==> src/design/crbd_pkg.sv <==
// Shared types and constants for the channel signal-strength baseline detector.
// No dependencies; every other design file but crbd_ram imports this package.

package crbd_pkg;

	localparam int CMD_W     = 3;
	localparam int CHAN_W    = 6;
	localparam int RSSI_W    = 8;
	localparam int KIND_W    = 2;
	localparam int MODE_W    = 2;
	localparam int CFG_ADDR_W = 2;
	localparam int CFG_DATA_W = 8;
	localparam int SUM_W     = 16;
	localparam int QUEUE_DEPTH = 2;

	localparam logic [RSSI_W-1:0] FLIP_MASK = 8'h80;

	localparam logic [CMD_W-1:0] CMD_SETUP = 3'd0;
	localparam logic [CMD_W-1:0] CMD_CAL   = 3'd1;
	localparam logic [CMD_W-1:0] CMD_MEAS  = 3'd2;
	localparam logic [CMD_W-1:0] CMD_CLEAR = 3'd3;
	localparam logic [CMD_W-1:0] CMD_READ  = 3'd4;

	localparam logic [KIND_W-1:0] KIND_REPORT   = 2'd0;
	localparam logic [KIND_W-1:0] KIND_READBACK = 2'd1;
	localparam logic [KIND_W-1:0] KIND_CAL_DONE = 2'd2;

	localparam logic [MODE_W-1:0] MODE_OFF    = 2'd0;
	localparam logic [MODE_W-1:0] MODE_ALL    = 2'd1;
	localparam logic [MODE_W-1:0] MODE_THRESH = 2'd2;

	localparam logic [CFG_ADDR_W-1:0] REG_SCAN_MODE = 2'd0;
	localparam logic [CFG_ADDR_W-1:0] REG_THRESHOLD = 2'd1;
	localparam logic [CFG_ADDR_W-1:0] REG_CAL_COUNT = 2'd2;

	typedef enum logic [2:0] {
		OP_SETUP,
		OP_CAL,
		OP_MEAS,
		OP_CLEAR,
		OP_READ
	} op_t;

	typedef struct packed {
		op_t                op;
		logic [CHAN_W-1:0]  channel;
		logic [RSSI_W-1:0]  reading;
	} item_t;

endpackage

==> src/design/crbd_ram.sv <==
// Generic single-write, single-read RAM with a registered read port.
// No dependencies.

module crbd_ram #(
	parameter int WIDTH = 8,
	parameter int DEPTH = 64
) (
	input  logic                     clk,
	input  logic                     we,
	input  logic [$clog2(DEPTH)-1:0] waddr,
	input  logic [WIDTH-1:0]         wdata,
	input  logic [$clog2(DEPTH)-1:0] raddr,
	output logic [WIDTH-1:0]         rdata
);

	logic [WIDTH-1:0] mem [DEPTH];

	always_ff @(posedge clk) begin
		if (we) begin
			mem[waddr] <= wdata;
		end
		rdata <= mem[raddr];
	end

endmodule

==> src/design/crbd_front.sv <==
// Input side: accepts stream transactions, converts the reading and sorts each
// command into a queue operation or drops it. Depends on crbd_pkg.

module crbd_front
	import crbd_pkg::*;
#(
	parameter int CHANNELS = 64
) (
	input  logic        s_tvalid,
	output logic        s_tready,
	input  logic [23:0] s_tdata,
	input  logic        full,
	output logic        push,
	output item_t       item
);

	logic [CMD_W-1:0]  cmd;
	logic [CHAN_W-1:0] channel;
	logic              in_range;
	logic              keep;

	assign cmd      = s_tdata[CMD_W-1:0];
	assign channel  = s_tdata[CMD_W+CHAN_W-1:CMD_W];
	assign in_range = (32'(channel) < 32'(CHANNELS));
	assign s_tready = !full;

	always_comb begin
		item.channel = channel;
		item.reading = s_tdata[CMD_W+CHAN_W+RSSI_W-1:CMD_W+CHAN_W] ^ FLIP_MASK;
		item.op      = OP_SETUP;
		keep         = 1'b0;
		unique case (cmd)
			CMD_SETUP: begin
				item.op = OP_SETUP;
				keep    = in_range;
			end
			CMD_CAL: begin
				item.op = OP_CAL;
				keep    = in_range;
			end
			CMD_MEAS: begin
				item.op = OP_MEAS;
				keep    = in_range;
			end
			CMD_CLEAR: begin
				item.op = OP_CLEAR;
				keep    = 1'b1;
			end
			CMD_READ: begin
				item.op = OP_READ;
				keep    = in_range;
			end
			default: begin
				keep = 1'b0;
			end
		endcase
	end

	assign push = s_tvalid && s_tready && keep;

endmodule

==> src/design/crbd_fifo.sv <==
// Short operation queue between the input side and the execution side.
// Depends on crbd_pkg.

module crbd_fifo
	import crbd_pkg::*;
(
	input  logic  clk,
	input  logic  arst_n,
	input  logic  push,
	input  item_t push_item,
	input  logic  pop,
	output item_t head,
	output logic  full,
	output logic  empty
);

	localparam int PTR_W = $clog2(QUEUE_DEPTH);

	item_t            slot_q [QUEUE_DEPTH];
	logic [PTR_W-1:0] wr_ptr_q;
	logic [PTR_W-1:0] rd_ptr_q;
	logic [PTR_W:0]   count_q;

	assign full  = (count_q == (PTR_W+1)'(QUEUE_DEPTH));
	assign empty = (count_q == '0);
	assign head  = slot_q[rd_ptr_q];

	always_ff @(posedge clk) begin
		if (push) begin
			slot_q[wr_ptr_q] <= push_item;
		end
	end

	always_ff @(posedge clk or negedge arst_n) begin
		if (!arst_n) begin
			wr_ptr_q <= '0;
			rd_ptr_q <= '0;
			count_q  <= '0;
		end else begin
			if (push) begin
				wr_ptr_q <= (wr_ptr_q == PTR_W'(QUEUE_DEPTH-1)) ? '0 : wr_ptr_q + 1'b1;
			end
			if (pop) begin
				rd_ptr_q <= (rd_ptr_q == PTR_W'(QUEUE_DEPTH-1)) ? '0 : rd_ptr_q + 1'b1;
			end
			if (push && !pop) begin
				count_q <= count_q + 1'b1;
			end else if (pop && !push) begin
				count_q <= count_q - 1'b1;
			end
		end
	end

endmodule

==> src/design/crbd_div.sv <==
// Serial restoring divider, 16-bit dividend by 8-bit divisor, one quotient bit
// per cycle. Depends on crbd_pkg.

module crbd_div
	import crbd_pkg::*;
(
	input  logic              clk,
	input  logic              arst_n,
	input  logic              start,
	input  logic [SUM_W-1:0]  dividend,
	input  logic [7:0]        divisor,
	output logic              done,
	output logic [SUM_W-1:0]  quotient
);

	localparam int CNT_W = $clog2(SUM_W);

	logic             busy_q;
	logic             done_q;
	logic [CNT_W-1:0] cnt_q;
	logic [SUM_W-1:0] quo_q;
	logic [7:0]       rem_q;
	logic [7:0]       div_q;
	logic [8:0]       trial;
	logic             fits;

	assign trial    = {rem_q, quo_q[SUM_W-1]};
	assign fits     = (trial >= {1'b0, div_q});
	assign done     = done_q;
	assign quotient = quo_q;

	always_ff @(posedge clk) begin
		if (start) begin
			quo_q <= dividend;
			rem_q <= '0;
			div_q <= divisor;
		end else if (busy_q) begin
			quo_q <= {quo_q[SUM_W-2:0], fits};
			rem_q <= fits ? 8'(trial - {1'b0, div_q}) : trial[7:0];
		end
	end

	always_ff @(posedge clk or negedge arst_n) begin
		if (!arst_n) begin
			busy_q <= 1'b0;
			done_q <= 1'b0;
			cnt_q  <= '0;
		end else begin
			done_q <= !start && busy_q && (cnt_q == CNT_W'(SUM_W-1));
			if (start) begin
				busy_q <= 1'b1;
				cnt_q  <= '0;
			end else if (busy_q) begin
				cnt_q <= cnt_q + 1'b1;
				if (cnt_q == CNT_W'(SUM_W-1)) begin
					busy_q <= 1'b0;
				end
			end
		end
	end

endmodule

==> src/design/crbd_back.sv <==
// Execution side: pops queued operations, keeps valid marks, calibration state
// and the baseline RAM, and drives the output register. Depends on crbd_pkg,
// crbd_ram and crbd_div.

module crbd_back
	import crbd_pkg::*;
#(
	parameter int CHANNELS = 64
) (
	input  logic              clk,
	input  logic              arst_n,
	input  item_t             head,
	input  logic              empty,
	output logic              pop,
	input  logic [MODE_W-1:0] scan_mode,
	input  logic [7:0]        excess_threshold,
	input  logic [7:0]        cal_count,
	output logic              m_tvalid,
	input  logic              m_tready,
	output logic [KIND_W-1:0] m_kind,
	output logic [CHAN_W-1:0] m_channel,
	output logic [RSSI_W-1:0] m_value
);

	localparam int CH_W = $clog2(CHANNELS);

	typedef enum logic [3:0] {
		ST_IDLE = 4'b0001,
		ST_READ = 4'b0010,
		ST_DIV  = 4'b0100,
		ST_EMIT = 4'b1000
	} state_t;

	state_t              state_q;
	item_t               cur_q;
	logic [CHANNELS-1:0] valid_q;
	logic [SUM_W-1:0]    cal_sum_q;
	logic [7:0]          cal_samples_q;
	logic [CHAN_W-1:0]   cal_channel_q;
	logic [KIND_W-1:0]   res_kind_q;
	logic [RSSI_W-1:0]   res_value_q;
	logic                m_tvalid_q;
	logic [KIND_W-1:0]   m_kind_q;
	logic [CHAN_W-1:0]   m_channel_q;
	logic [RSSI_W-1:0]   m_value_q;

	logic [CH_W-1:0]   head_idx;
	logic [CH_W-1:0]   cur_idx;
	logic              ram_we;
	logic [CH_W-1:0]   ram_waddr;
	logic [RSSI_W-1:0] ram_wdata;
	logic [RSSI_W-1:0] ram_rdata;
	logic [7:0]        need;
	logic              restart;
	logic [SUM_W-1:0]  new_sum;
	logic [7:0]        new_samples;
	logic              finish;
	logic              div_start;
	logic              div_done;
	logic [SUM_W-1:0]  div_quo;
	logic [RSSI_W-1:0] avg;
	logic              out_free;
	logic              mode_reports;
	logic              above;

	assign head_idx = CH_W'(head.channel);
	assign cur_idx  = CH_W'(cur_q.channel);
	assign pop      = (state_q == ST_IDLE) && !empty;
	assign out_free = !m_tvalid_q || m_tready;

	assign need        = (cal_count == '0) ? 8'd1 : cal_count;
	assign restart     = (cal_samples_q == '0) || (cal_channel_q != head.channel);
	assign new_sum     = (restart ? '0 : cal_sum_q) + SUM_W'(head.reading);
	assign new_samples = (restart ? '0 : cal_samples_q) + 8'd1;
	assign finish      = (new_samples >= need);
	assign div_start   = pop && (head.op == OP_CAL) && finish;
	assign avg         = (div_quo[SUM_W-1:RSSI_W] != '0) ? 8'hFF : div_quo[RSSI_W-1:0];

	assign mode_reports = (scan_mode == MODE_ALL) || (scan_mode == MODE_THRESH);
	assign above        = ({1'b0, cur_q.reading} >
		({1'b0, ram_rdata} + {1'b0, excess_threshold}));

	always_comb begin
		ram_we    = 1'b0;
		ram_waddr = head_idx;
		ram_wdata = head.reading;
		if (pop && (head.op == OP_SETUP)) begin
			ram_we = 1'b1;
		end else if ((state_q == ST_DIV) && div_done) begin
			ram_we    = 1'b1;
			ram_waddr = cur_idx;
			ram_wdata = avg;
		end
	end

	crbd_ram #(
		.WIDTH (RSSI_W),
		.DEPTH (CHANNELS)
	) u_baseline_ram (
		.clk   (clk),
		.we    (ram_we),
		.waddr (ram_waddr),
		.wdata (ram_wdata),
		.raddr (head_idx),
		.rdata (ram_rdata)
	);

	crbd_div u_div (
		.clk      (clk),
		.arst_n   (arst_n),
		.start    (div_start),
		.dividend (new_sum),
		.divisor  (new_samples),
		.done     (div_done),
		.quotient (div_quo)
	);

	always_ff @(posedge clk) begin
		if (pop) begin
			cur_q <= head;
		end
		if ((state_q == ST_READ) && (cur_q.op == OP_READ)) begin
			res_kind_q  <= KIND_READBACK;
			res_value_q <= ram_rdata;
		end else if (state_q == ST_READ) begin
			res_kind_q  <= KIND_REPORT;
			res_value_q <= cur_q.reading;
		end else if ((state_q == ST_DIV) && div_done) begin
			res_kind_q  <= KIND_CAL_DONE;
			res_value_q <= avg;
		end
		if ((state_q == ST_EMIT) && out_free) begin
			m_kind_q    <= res_kind_q;
			m_channel_q <= cur_q.channel;
			m_value_q   <= res_value_q;
		end
	end

	always_ff @(posedge clk or negedge arst_n) begin
		if (!arst_n) begin
			state_q       <= ST_IDLE;
			valid_q       <= '0;
			cal_sum_q     <= '0;
			cal_samples_q <= '0;
			cal_channel_q <= '0;
			m_tvalid_q    <= 1'b0;
		end else begin
			if ((state_q == ST_EMIT) && out_free) begin
				m_tvalid_q <= 1'b1;
			end else if (m_tready) begin
				m_tvalid_q <= 1'b0;
			end
			unique case (state_q)
				ST_IDLE: begin
					if (pop) begin
						unique case (head.op)
							OP_SETUP: begin
								valid_q[head_idx] <= 1'b1;
							end
							OP_CLEAR: begin
								valid_q <= '0;
							end
							OP_CAL: begin
								cal_channel_q <= head.channel;
								if (finish) begin
									cal_sum_q     <= '0;
									cal_samples_q <= '0;
									state_q       <= ST_DIV;
								end else begin
									cal_sum_q     <= new_sum;
									cal_samples_q <= new_samples;
								end
							end
							OP_MEAS: begin
								if (valid_q[head_idx] && mode_reports) begin
									state_q <= ST_READ;
								end
							end
							OP_READ: begin
								state_q <= ST_READ;
							end
							default: begin
								state_q <= ST_IDLE;
							end
						endcase
					end
				end
				ST_READ: begin
					if ((cur_q.op == OP_READ) || (scan_mode == MODE_ALL) || above) begin
						state_q <= ST_EMIT;
					end else begin
						state_q <= ST_IDLE;
					end
				end
				ST_DIV: begin
					if (div_done) begin
						state_q <= ST_EMIT;
					end
				end
				ST_EMIT: begin
					if (out_free) begin
						state_q <= ST_IDLE;
					end
				end
				default: begin
					state_q <= ST_IDLE;
				end
			endcase
		end
	end

	assign m_tvalid  = m_tvalid_q;
	assign m_kind    = m_kind_q;
	assign m_channel = m_channel_q;
	assign m_value   = m_value_q;

endmodule

==> src/design/channel_rssi_baseline_detector_top.sv <==
// Top level of the per-channel signal-strength baseline detector: configuration
// registers, input decoder, operation queue and execution side.
// Depends on crbd_pkg, crbd_front, crbd_fifo and crbd_back.

// The block takes one command transaction per cycle while its two-entry
// operation queue has room. The execution side handles setup, clear,
// calibration samples that do not finish a run and measurements that
// cannot be reported in its idle state as it pops them; a threshold
// measurement that stays below the limit adds a baseline RAM read, and a
// reported measurement or a readback goes through queue pop, baseline RAM
// read and result load. The sample that finishes a calibration run also
// waits on the 16-step serial divider that forms the average. A result load
// waits while the output register still holds an unaccepted result. Results
// leave through an output register, so a waiting result does not stop the
// next operation from starting. The baseline RAM is not cleared; reading a
// channel whose baseline was never set returns an unspecified value.

module channel_rssi_baseline_detector_top
	import crbd_pkg::*;
#(
	parameter int CHANNELS = 64
) (
	input  logic                  clk,
	input  logic                  arst_n,
	input  logic                  cfg_we,
	input  logic [CFG_ADDR_W-1:0] cfg_addr,
	input  logic [CFG_DATA_W-1:0] cfg_data,
	input  logic                  s_tvalid,
	output logic                  s_tready,
	input  logic [23:0]           s_tdata,   // cmd[2:0], channel[8:3], raw_rssi[16:9], zero pad
	output logic                  m_tvalid,
	input  logic                  m_tready,
	output logic [15:0]           m_tdata,   // channel_out[5:0], value[13:6], zero pad
	output logic [KIND_W-1:0]     m_tuser    // kind[1:0]
);

	logic [MODE_W-1:0] scan_mode_q;
	logic [7:0]        excess_threshold_q;
	logic [7:0]        cal_count_q;
	logic              full;
	logic              empty;
	logic              push;
	logic              pop;
	item_t             push_item;
	item_t             head;
	logic [CHAN_W-1:0] out_channel;
	logic [RSSI_W-1:0] out_value;

	always_ff @(posedge clk or negedge arst_n) begin
		if (!arst_n) begin
			scan_mode_q        <= MODE_OFF;
			excess_threshold_q <= '0;
			cal_count_q        <= 8'd1;
		end else if (cfg_we) begin
			unique case (cfg_addr)
				REG_SCAN_MODE: scan_mode_q        <= cfg_data[MODE_W-1:0];
				REG_THRESHOLD: excess_threshold_q <= cfg_data;
				REG_CAL_COUNT: cal_count_q        <= cfg_data;
				default: begin
				end
			endcase
		end
	end

	crbd_front #(
		.CHANNELS (CHANNELS)
	) u_front (
		.s_tvalid (s_tvalid),
		.s_tready (s_tready),
		.s_tdata  (s_tdata),
		.full     (full),
		.push     (push),
		.item     (push_item)
	);

	crbd_fifo u_fifo (
		.clk       (clk),
		.arst_n    (arst_n),
		.push      (push),
		.push_item (push_item),
		.pop       (pop),
		.head      (head),
		.full      (full),
		.empty     (empty)
	);

	crbd_back #(
		.CHANNELS (CHANNELS)
	) u_back (
		.clk              (clk),
		.arst_n           (arst_n),
		.head             (head),
		.empty            (empty),
		.pop              (pop),
		.scan_mode        (scan_mode_q),
		.excess_threshold (excess_threshold_q),
		.cal_count        (cal_count_q),
		.m_tvalid         (m_tvalid),
		.m_tready         (m_tready),
		.m_kind           (m_tuser),
		.m_channel        (out_channel),
		.m_value          (out_value)
	);

	assign m_tdata = {2'b00, out_value, out_channel};

endmodule

==> config.mk <==
export PLATFORM = sky130hd
export DESIGN_NAME = channel_rssi_baseline_detector_top
export DESIGN_NICKNAME = d
export VERILOG_FILES = /design/src/design/crbd_pkg.sv /design/src/design/crbd_ram.sv /design/src/design/crbd_front.sv /design/src/design/crbd_fifo.sv /design/src/design/crbd_div.sv /design/src/design/crbd_back.sv /design/src/design/channel_rssi_baseline_detector_top.sv
export SDC_FILE = /design/constraint.sdc
export NUM_CORES = 1
export LEC_CHECK = 0
export ABC_AREA = 1
export BUFFER_PORTS_ARGS = -buffer_cell sky130_fd_sc_hd__buf_2
export CAP_MARGIN = 20
export CORE_ASPECT_RATIO = 1.25
export CORE_MARGIN = 1
export CORE_UTILIZATION = 65
export CTS_BUF_LIST = sky130_fd_sc_hd__clkbuf_8
export CTS_CLUSTER_SIZE = 24
export DETAILED_ROUTE_END_ITERATION = 8
export HOLD_SLACK_MARGIN = 0.03
export PLACE_DENSITY = 0.82
export SLEW_MARGIN = 10
export SYNTH_ARGS = -nofsm -noshare
export SYNTH_HDL_FRONTEND = slang
export SYNTH_HIERARCHICAL = 1
export SYNTH_SLANG_ARGS = --single-unit
==> constraint.sdc <==
create_clock -name clk -period 5.2 [get_ports clk]
set_input_delay 0.26 -clock clk [delete_from_list [all_inputs] [get_ports clk]]
set_output_delay 0.26 -clock clk [all_outputs]
set_load 0.005 [all_outputs]
# Yosys cells after proc, flatten, opt, wreduce, memory -nomap -nowiden
# Memories as Yosys holds them, arrays and structs flattened. A register that Yosys moved wholly into a read port is not among the register bits.
# Cells that the tools add are included.
[word_totals] output_inout_bits=20 elab_cells=169 mem_bits_rw=546 reg_bits=202 mem_count=2 inputBits=39
[op_classes] bitwise_logic=2 addsub=9 mux=50 reduce_logical=48 order_cmp=5 n_eq_ne=26
[memory_table] memory="u_back.u_baseline_ram.mem" depth=64 word_bits=8 rd=1 rd_ports_with_merged_regs=1 wr=1 line="crbd_ram.sv:16" text="logic [WIDTH-1:0] mem [DEPTH];"
[memory_table] memory="u_fifo.slot_q" depth=2 word_bits=17 rd=1 rd_ports_with_merged_regs=0 wr=1 line="crbd_fifo.sv:19" text="item_t slot_q [QUEUE_DEPTH];"
[ops] cell="one-hot mux 64 bit (2 select lines)" count=1
[ops] cell="two-way mux 8 bit" count=10
[ops] cell="two-way mux 16 bit" count=4
[ops] cell="bitwise OR 64 bit" count=1
[ops] cell="two-way mux 4 bit" count=8
[ops] cell="one-hot mux 4 bit (4 select lines)" count=2
[ops] cell="two-way mux 1 bit" count=18
[ops] cell="adder 16 x 8 -> 16 bit" count=1
[ops] cell="zero test 8 bit" count=2
[ops] cell="logical AND 1 bit" count=15
[ops] cell="equality test 3 x 2 -> 1 bit, second input constant" count=4
[ops] cell="two-way mux 6 bit" count=2
[ops] cell="one-hot mux 3 bit (4 select lines)" count=1
[ops] cell="nonzero test 2 bit" count=5
[ops] cell="adder 8 x 8 -> 9 bit" count=1
[ops] cell="equality test 3 bit, second input constant" count=3
[ops] cell=">= comparator 9 x 8 -> 1 bit" count=1
[ops] cell="> comparator 8 x 9 -> 1 bit" count=1
[ops] cell="adder 8 x 1 -> 8 bit, second input constant" count=1
[ops] cell="equality test 4 bit, second input constant" count=2
[ops] cell=">= comparator 8 bit" count=1
[ops] cell="nonzero test 8 bit" count=1
[ops] cell="subtractor 8 bit" count=1
[ops] cell="less-than comparator 6 x 7 -> 1 bit, second input constant" count=1
[ops] cell="other kinds (30)" count=53

# Longest topological paths before layout
# Gate-level depths: netlist of run 1.
# An unclocked memory read counts as a cell.
[logic_depth] word_depth=10 depth_mapped=29 mapped_depth_nobuf=23

# Cells and area by module
# The synthesis of run 1 kept the hierarchy.
[by_module_without_submodules] mod="crbd_ram" seq_area_each_um2=15534.9 instances=1 cells_each=1805 area_per_inst_um2=21339.2
[by_module_without_submodules] mod="crbd_back" seq_area_each_um2=3749.8 instances=1 cells_each=1034 area_per_inst_um2=8251.7
[by_module_without_submodules] mod="crbd_div" seq_area_each_um2=1031.0 instances=1 cells_each=236 area_per_inst_um2=1999.4
[by_module_without_submodules] mod="crbd_fifo" seq_area_each_um2=1121.1 instances=1 cells_each=78 area_per_inst_um2=1483.9
[by_module_without_submodules] mod="channel_rssi_baseline_detector_top" seq_area_each_um2=451.7 instances=1 cells_each=85 area_per_inst_um2=780.7
[by_module_without_submodules] mod="crbd_front" seq_area_each_um2=0.0 instances=1 cells_each=25 area_per_inst_um2=148.9

# Least setup slack after synthesis of run 1
# No wires, ideal clock.
[synth_timing] path_type="register -> register" from="register u_fifo.rd_ptr_q" to="register u_back.u_div.quo_q[0], in the netlist u_back/u_div/quotient[0] (enable)" setup_time_ns=0.364 t_arrival_ns=4.336 synth_period_minus_slack_ns=4.700 path_stages_with_launch=29 setup_slack_ns=0.500 path_cell_list="dfrtp_1 buf_6 buf_12 mux2_4 buf_6 xor2_1 nor2_2 nand2_2 nor2_1 nand2_1 buf_6 buf_2 nor2_1 ha_1 nand3_1 nor2_1 nand2_1 and2_1 ha_1 nand2_1 nor2_1 nand2_1 nand3_1 nand2_1 inv_1 buf_2 nor2_1 clkbuf_1 inv_1"
[synth_lines] item="from (decl)" line="crbd_fifo.sv:21" text="logic [PTR_W-1:0] rd_ptr_q;"
[synth_lines] item="from (signal assigned)" line="crbd_fifo.sv:44" text="rd_ptr_q <= (rd_ptr_q == PTR_W'(QUEUE_DEPTH-1)) ? '0 : rd_ptr_q + 1'b1;"
[synth_lines] item="to (signal assigned)" line="crbd_div.sv:34" text="quo_q <= dividend;"
[synth_lines] item="to (signal assigned)" line="crbd_div.sv:38" text="quo_q <= {quo_q[SUM_W-2:0], fits};"
[synth_lines] item="to (decl)" line="crbd_div.sv:21" text="logic [SUM_W-1:0] quo_q;"

==> run_results.csv, run 1 <==
group,metric,value,unit
floorplan,die_height,258,um
yosys,yosysSeqAreaShare,64.4,%
power,power.density_cell_area,502,nW/um2
worst_setup_path,critPathCapture,"u_back/u_div/quotient[9]",
floorplan,die_w,207,um
status,failed_checks,"DRC",
worst_setup_path,sequence_of_cells_on_the_critical_path,"mux2_8, xnor2_1, nand2_1, nor3_4, nand2_2, inv_1, ha_1, nand3_1, nor2_1, nand2_1, and2_1, ha_1, nand2_1, o21a_1, nand3_1, nand2_1, inv_1, nor2_1, clkinvlp_4, buf_4",
yosys,avgSynthCellArea,10.4,um2
layout,num-nets-final,3438,
yosys,yosys_register_bits,756,
worst_setup_path,worst_path_most_repeated_cell,"sky130_fd_sc_hd__nand2_1",
worst_setup_path,worst_path_required_time,5.65,ns
power,relative_contribution_of_combinational_cells_to_total_power,33.3,%
hold_path,worstHoldPathType,"in2async",
cts,clk_latency,0.72,ns
power,leakagePower,14.9,nW
worst_setup_path,reg2reg_to,"u_back/u_div/quotient[9]",
sta,slew-limit-headroom,26.6,%
worst_setup_path,r2r_start,"u_fifo/rd_ptr_q",
grt,antenna_violations_before_repair,1,
yosys,main_flop_type_after_synthesis,"sky130_fd_sc_hd__edfxtp_1",
placement,place.detailed.hpwl,49900,um
sta,timing.setup.tns,0,ns
worst_setup_path,worst_path_max_delay_cell,"sky130_fd_sc_hd__nor2_1",
grt,pin_count_of_the_biggest_net_entering_global_routing,205,
drt,post-route-drc-count,8,
worst_setup_path,r2r.worst_path.cells,20,
sta,post-route-min-period,4.82,ns
yosys,postSynth.asyncResetShare,16.8,%
status,status,"finished with violations",
grt,grt_overflow,0,
power,post-layout-total-power,18.5,mW
yosys,netlist-cell-type-count,57,
drt,drt_wl_total,81200,um
sta,rsz0062_at_grt,"false",
yosys,syn-cell-area,34000,um2
layout,fill_cells,3535,
cts,cell_at_the_root_of_the_clock_tree,"sky130_fd_sc_hd__clkbuf_8",
drt,detail-route-antenna-nets,0,
worst_setup_path,criticalPathCategory,"reg2reg",
power,clockPowerShare,24.4,%
worst_setup_path,timing.critical_path.from_type,"flop",
worst_setup_path,arrival,5.27,ns
drt,num_vias,24400,
cts,ctsHtreeMaxLevel,3,
floorplan,placementRows,93,
power,power_switching,7.02,mW
sta,worst-slew-pin-transition,1.10,ns
floorplan,io-pin-count,59,
yosys,synth_cells,3263,
power,p_sw_share,37.9,%
worst_setup_path,startpoint,"u_fifo/rd_ptr_q",
sta,finalSetupViolations,0,
worst_setup_path,rrSetupSlack,0.38,ns
sta,hold-worst-slack,0.156,ns
grt,grt_pass1_vias,24000,
yosys,synth_edf_count,611,
drt,routed_wire_length_per_instance,19.7,um
cts,worst_setup_hold_path_clk_slew,0.06,ns
drt,via_to_cell_ratio,5.92,
worst_setup_path,max_stage_delay,0.60,ns
power,irDropWorstVdd,0.509,mV
layout,layout-area-overhead-vs-synth,8.65,%
cts,cts_max_path_buffers,3,
layout,post_layout_nonfiller_instances,4113,
sta,hold_viol_final,0,
placement,place.port_buffers,49,
placement,gp_congestion,0.955,
floorplan,placeableCoreArea,51500,um2
worst_setup_path,timing.critical_path.to_type,"flop",
grt,grt_use_total,31.1,%
sta,timing.fmax,207,MHz
placement,placedCellCount,3860,
layout,final_layout_size_suffix_gt1_share,9.98,%
sta,final_max_slew_viol_count,0,
drt,drt_pre_antenna_iters,9,
flow_run,timing.max_cap.violations,0,
sta,final.period_utilization,92.7,%
floorplan,dieArea,53200,um2
sta,fin_skew,0.0253,ns
power,share_seq_of_total_power,42.3,%
worst_setup_path,worstPathMaxFanout,16,
power,internal_power,11.5,mW
floorplan,floorplan.initialDensity,66.0,%
cts,cts.sink_count,756,
yosys,synth_warnings,6,
drt,drt_first_iter_violations,2706,
cts,tritoncts,"yes",
grt,global_route_wire_length_before_repair,127000,um
cts,cts-buffers-inserted,111,
## stage by stage
stage	util [%]	instance area (um2)	worst slack, ns
after global routing	71.7	36900	0.0779
after global placement	66.7	34400	0.493
after floorplan	-	34000	0.500
final	71.7	36900	0.380
after detailed placement	66.7	34400	0.353
after CTS	71.6	36900	0.328
## worst max-delay path, delay by kind of cell, from the launching register on
kind | cells | cell delay [ns]
compound gates | 1 | 0.16
simple gates | 11 | 2.07
xor+xnor | 1 | 0.18
buf+inv | 4 | 0.64
flops | 1 | 0.58
mux | 1 | 0.44
fa+ha+maj | 2 | 0.51
## area by class of cell
cell class	instances	area, um2	share of cell area, %
clock buffers	115	1580	4.28
multi-input cells	2107	10100	27.4
repair buffers	145	1130	3.05
flip-flops and latches	756	21900	59.2
inverters	231	877	2.37
clock inverters	93	526	1.42
diodes	1	2.50	0.00677
well taps	665	832	2.25
## synth_stat cells, drive strengths merged (17+ instances only)
cell type	number	area share (%)
a21oi	84	1.2
buf	138	3.1
clkbuf	32	0.41
dfrtp	125	9.2
dfxtp	18	1.1
edfxtp	611	54
ha	44	1.6
inv	226	2.5
mux2	17	0.66
nand2	1101	12
nand3	532	7.9
nand4	42	0.77
nor2	136	1.7
nor3	22	0.60
o21ai	37	0.56
## power by group through the flow
stage	Clock, mW	Combinational (mW)	Sequential, mW
after global placement	0	5.74	7.93
final	4.52	6.18	7.84
after CTS	4.60	6.05	7.83
after detailed placement	0	5.98	7.95
after floorplan	0	4.42	7.87
after global routing	4.86	6.72	7.88
## how the worst min path moves through the flow
stage | to | from | cells after the start
floorplan | cal_count_q[1] | arst_n | 0
finish | u_back/cal_sum_q[5] | arst_n | 2
CTS | cal_count_q[6] | arst_n | 2
global placement | scan_mode_q[1] | arst_n | 1
detailed placement | scan_mode_q[0] | arst_n | 1
global route | u_back/state_q[1] | arst_n | 2
## layout by cell type, fill, tap and decap left out, types with 48 or more instances in the layout
cell type                  netlist  routed
sky130_fd_sc_hd__dfrtp_1       125     125
sky130_fd_sc_hd__clkbuf_8        2     115
sky130_fd_sc_hd__buf_2          51      48
sky130_fd_sc_hd__nand2_1      1093    1086
sky130_fd_sc_hd__a21oi_1        84      84
sky130_fd_sc_hd__inv_1         213     241
sky130_fd_sc_hd__buf_4          34      50
sky130_fd_sc_hd__nand3_1       529     529
sky130_fd_sc_hd__nor2_1        119     118
sky130_fd_sc_hd__edfxtp_1      611     611
## logic make-up (layout without fill, tap and decap cells)
family | after synthesis | count (layout) | synth area share (%)
AO/OA/AOI/OAI | 152 | 152 | 2.46
XOR/XNOR | 28 | 28 | 0.721
adder cells (fa/ha/maj) | 47 | 47 | 1.80
buffers and inverters | 401 | 584 | 6.06
flip-flops | 756 | 756 | 64.4
multiplexers | 17 | 17 | 0.662
other | 1 | 3 | 0.0110
AND/OR/NAND/NOR | 1861 | 1861 | 23.9
## registers in the layout, summed over array words and instances (netlist names), 8 cells and up
name                         flops
u_back/cal_samples_q             8
u_back/u_div/rem_q               8
u_back/cal_sum_q                16
excess_threshold_q               8
u_back/res_value_q               8
u_back/u_div/quotient           16
u_back/u_div/div_q               8
cal_count_q                      8
u_back/u_baseline_ram/rdata      8
u_fifo/slot_q                   34
u_back/cur_q                    11
u_back/valid_q                  64
u_back/u_baseline_ram/mem      512
u_back/m_value                   8
## repair_timing
item | CTS | global route
buffers inserted | 0 | 1
gates resized for setup | 0 | 1
setup endpoints to repair | 0 | 16
hold buffers | 43 | 0
endpoints found under the hold margin | 109 | 0
## per-layer routing
| layer | GRT usage [%] | part of all wire [%] | vias up |
|---|---|---|---|
| li1 | - | - | 11300 |
| met1 | 38.8 | 37 | 11600 |
| met2 | 50.6 | 49 | 1295 |
| met3 | 5.40 | 8.7 | 261 |
| met4 | 19.1 | 5.6 | 0 |
| met5 | 0 | 0 | - |
Power figures use the tool's default switching activity.
==> run 2, diff against run 1 <==
--- a/config.mk
+++ b/config.mk
@@ -9,7 +9,7 @@
 export BUFFER_PORTS_ARGS = -buffer_cell sky130_fd_sc_hd__buf_2
 export CAP_MARGIN = 20
 export CORE_ASPECT_RATIO = 1.25
-export CORE_MARGIN = 1
+export CORE_MARGIN = 5
 export CORE_UTILIZATION = 65
 export CTS_BUF_LIST = sky130_fd_sc_hd__clkbuf_8
 export CTS_CLUSTER_SIZE = 24
==> run 2 against run 1 <==
Compared with the run above:
- the flow now finishes without violations
- clock power shrank 3%
- clock skew grew 0.0048 ns
- critical path type unchanged
- highest routed layer unchanged
- first-iteration DRC count grew 5.6%
- cell count shrank 0.49%
- via count shrank 1.7%
- critical path depth grew 3
- setup slack gained 0.11 ns
==> run_results.csv, run 2 (synthesized netlist as in run 1, its figures left out) <==
group,metric,value,unit
drt,drt_wl_total,79700,um
sta,final_critical_path_setup_slack,0.492,ns
placement,place.port_buffers,49,
grt,global_route_wire_length_before_repair,126000,um
sta,final_max_slew_viol_count,0,
drt,post-route-drc-count,0,
worst_setup_path,criticalPathCategory,"reg2reg",
floorplan,die_height,266,um
worst_setup_path,r2r_start,"u_fifo/rd_ptr_q",
status,status,"complete, no violations",
floorplan,floorplan.initialDensity,65.8,%
placement,post_place_setup_slack,0.277,ns
grt,pin_count_of_the_biggest_net_entering_global_routing,206,
cts,ctsHtreeMaxLevel,3,
layout,final_layout_size_suffix_gt1_share,9.48,%
power,irDropWorstVdd,0.376,mV
worst_setup_path,r2r.worst_path.cells,23,
worst_setup_path,worst_path_max_delay_cell,"sky130_fd_sc_hd__dfrtp_1",
grt,grt_use_total,27.8,%
worst_setup_path,reg2reg_to,"u_back/u_div/quotient[0]",
worst_setup_path,rrSetupSlack,0.49,ns
drt,num_vias,23900,
power,power.density_cell_area,497,nW/um2
worst_setup_path,timing.critical_path.to_type,"flop",
sta,timing.setup.tns,0,ns
worst_setup_path,timing.critical_path.from_type,"flop",
cts,cts.sink_count,756,
cts,worst_setup_hold_path_clk_slew,0.07,ns
floorplan,dieArea,57000,um2
worst_setup_path,cpLargestDelayFamily,"simple AND/OR/NAND/NOR gates",
sta,post-route-min-period,4.71,ns
cts,cts-buffers-inserted,108,
worst_setup_path,max_stage_delay,0.66,ns
layout,regMostFlops,"u_back/u_baseline_ram/mem",
sta,fin_skew,0.0301,ns
flow_run,timing.max_cap.violations,0,
drt,drt_first_iter_violations,2858,
placement,place_area,34400,um2
layout,max_reg_flops,512,
sta,timing.fmax,212,MHz
sta,final.period_utilization,90.5,%
worst_setup_path,critical_path.n_buffers_inverters,4,
hold_path,worstHoldPathType,"in2async",
floorplan,die_w,215,um
layout,num-nets-final,3430,
cts,cell_at_the_root_of_the_clock_tree,"sky130_fd_sc_hd__clkbuf_8",
placement,gp_congestion,0.914,
floorplan,placeableCoreArea,51700,um2
power,leakagePower,14.9,nW
worst_setup_path,worst_path_required_time,5.64,ns
grt,grt_overflow,0,
layout,layout-area-overhead-vs-synth,8.26,%
worst_setup_path,sequence_of_cells_on_the_critical_path,"mux2_4, xor2_1, nor2_1, nand2_2, nor3_4, nand2_2, inv_1, ha_1, nand3_1, nor2_1, nand2_1, and2_1, ha_1, nand2_1, nor2_1, nand2_1, nand3_1, nand2_1, inv_1, buf_4, inv_1, nor2_1, a31oi_1",
sta,rsz0062_at_grt,"false",
drt,via_to_cell_ratio,5.85,
drt,wl_met2,39100,um
worst_setup_path,arrival,5.14,ns
drt,top_layer_used,"met4",
layout,top_regs,"u_back/u_baseline_ram/mem: 512 flops, u_back/valid_q: 64 flops, u_fifo/slot_q: 34 flops",
layout,final_instance_area,36800,um2
grt,grt_pass1_vias,23700,
sta,slew-limit-headroom,31.3,%
floorplan,io-pin-count,59,
drt,routed_wire_length_per_instance,19.5,um
drt,wl_met1,29800,um
cts,cts_max_path_buffers,3,
sta,finalSetupViolations,0,
drt,wl_met3,6520,um
drt,detail-route-antenna-nets,0,
drt,drt_pre_antenna_iters,6,
grt,antenna_violations_before_repair,1,
worst_setup_path,worstPathMaxFanout,25,
layout,final_common_cell,"sky130_fd_sc_hd__nand2_1",
sta,worst-slew-pin-transition,1.03,ns
placement,place.detailed.hpwl,49700,um
floorplan,placementRows,93,
layout,final_cell_mix,"1086 x sky130_fd_sc_hd__nand2_1, 611 x sky130_fd_sc_hd__edfxtp_1, 529 x sky130_fd_sc_hd__nand3_1, 246 x sky130_fd_sc_hd__inv_1, 125 x sky130_fd_sc_hd__dfrtp_1",
sta,hold_viol_final,0,
cts,clk_latency,0.70,ns
cts,tritoncts,"yes",
## run 2: power by group
group	total [mW]	switching, mW	internal (mW)
Sequential	7.86	0.292	7.56
Combinational	6.04	4.36	1.68
Clock	4.39	2.13	2.25
## run 2: layout make-up
cell class              instances  area [um2]
flip-flops and latches        756       21900
fillers                      3660       14900
multi-input cells            2107       10100
clock buffers                 117        1610
repair buffers                140        1090
inverters                     231         873
well taps                     665         832
clock inverters                76         408
diodes                          1        2.50
## run 2: worst reg2reg max path: stages (launching register included)
cell,delay (ns)
sky130_fd_sc_hd__dfrtp_1,0.66
sky130_fd_sc_hd__mux2_4,0.45
sky130_fd_sc_hd__xor2_1,0.18
sky130_fd_sc_hd__nor2_1,0.14
sky130_fd_sc_hd__nand2_2,0.13
sky130_fd_sc_hd__nor3_4,0.20
sky130_fd_sc_hd__nand2_2,0.12
sky130_fd_sc_hd__inv_1,0.12
sky130_fd_sc_hd__ha_1,0.22
sky130_fd_sc_hd__nand3_1,0.14
sky130_fd_sc_hd__nor2_1,0.11
sky130_fd_sc_hd__nand2_1,0.07
sky130_fd_sc_hd__and2_1,0.17
sky130_fd_sc_hd__ha_1,0.28
sky130_fd_sc_hd__nand2_1,0.07
sky130_fd_sc_hd__nor2_1,0.16
sky130_fd_sc_hd__nand2_1,0.09
sky130_fd_sc_hd__nand3_1,0.12
sky130_fd_sc_hd__nand2_1,0.08
sky130_fd_sc_hd__inv_1,0.09
sky130_fd_sc_hd__buf_4,0.29
sky130_fd_sc_hd__inv_1,0.33
sky130_fd_sc_hd__nor2_1,0.17
sky130_fd_sc_hd__a31oi_1,0.06
## run 2: worst max path at each step
stage	cells past startpoint	startpoint	to
6_report	23	u_fifo/rd_ptr_q	u_back/u_div/quotient[0]
2_1_floorplan	28	u_fifo/rd_ptr_q	u_back/u_div/quotient[0]
3_5_place_dp	20	u_fifo/rd_ptr_q	u_back/u_div/quotient[3]
5_1_grt	24	u_fifo/rd_ptr_q	u_back/u_div/quotient[0]
4_1_cts	21	u_fifo/rd_ptr_q	u_back/u_div/quotient[13]
3_3_place_gp	20	u_fifo/rd_ptr_q	u_back/u_div/quotient[3]
## run 2: per-layer routing
layer | up-vias | GRT usage (%)
li1 | 11200 | -
met1 | 11400 | 35.0
met2 | 1124 | 47.3
met3 | 240 | 4.07
met4 | 0 | 15.0
met5 | - | 0
## run 2: what timing repair did
action / 4_1_cts / 5_1_grt
hold buffers: 41 / 0
setup endpoints to repair: 0 / 16
endpoints found under the hold margin: 110 / 0
buffers inserted: 0 / 0
gates resized for setup: 0 / 1
## run 2: through the flow
step / power (mW) / instances / hold WS (ns) / utilization, %
after floorplan: 12.3 / 3264 / -0.0356 / -
after global placement: 13.6 / 3857 / 0.387 / 66.5
after detailed placement: 13.9 / 3857 / 0.396 / 66.5
after CTS: 18.3 / 4091 / 0.144 / 71.2
after global routing: 19.3 / 4093 / 0.237 / 71.3
final: 18.3 / 4093 / 0.190 / 71.3
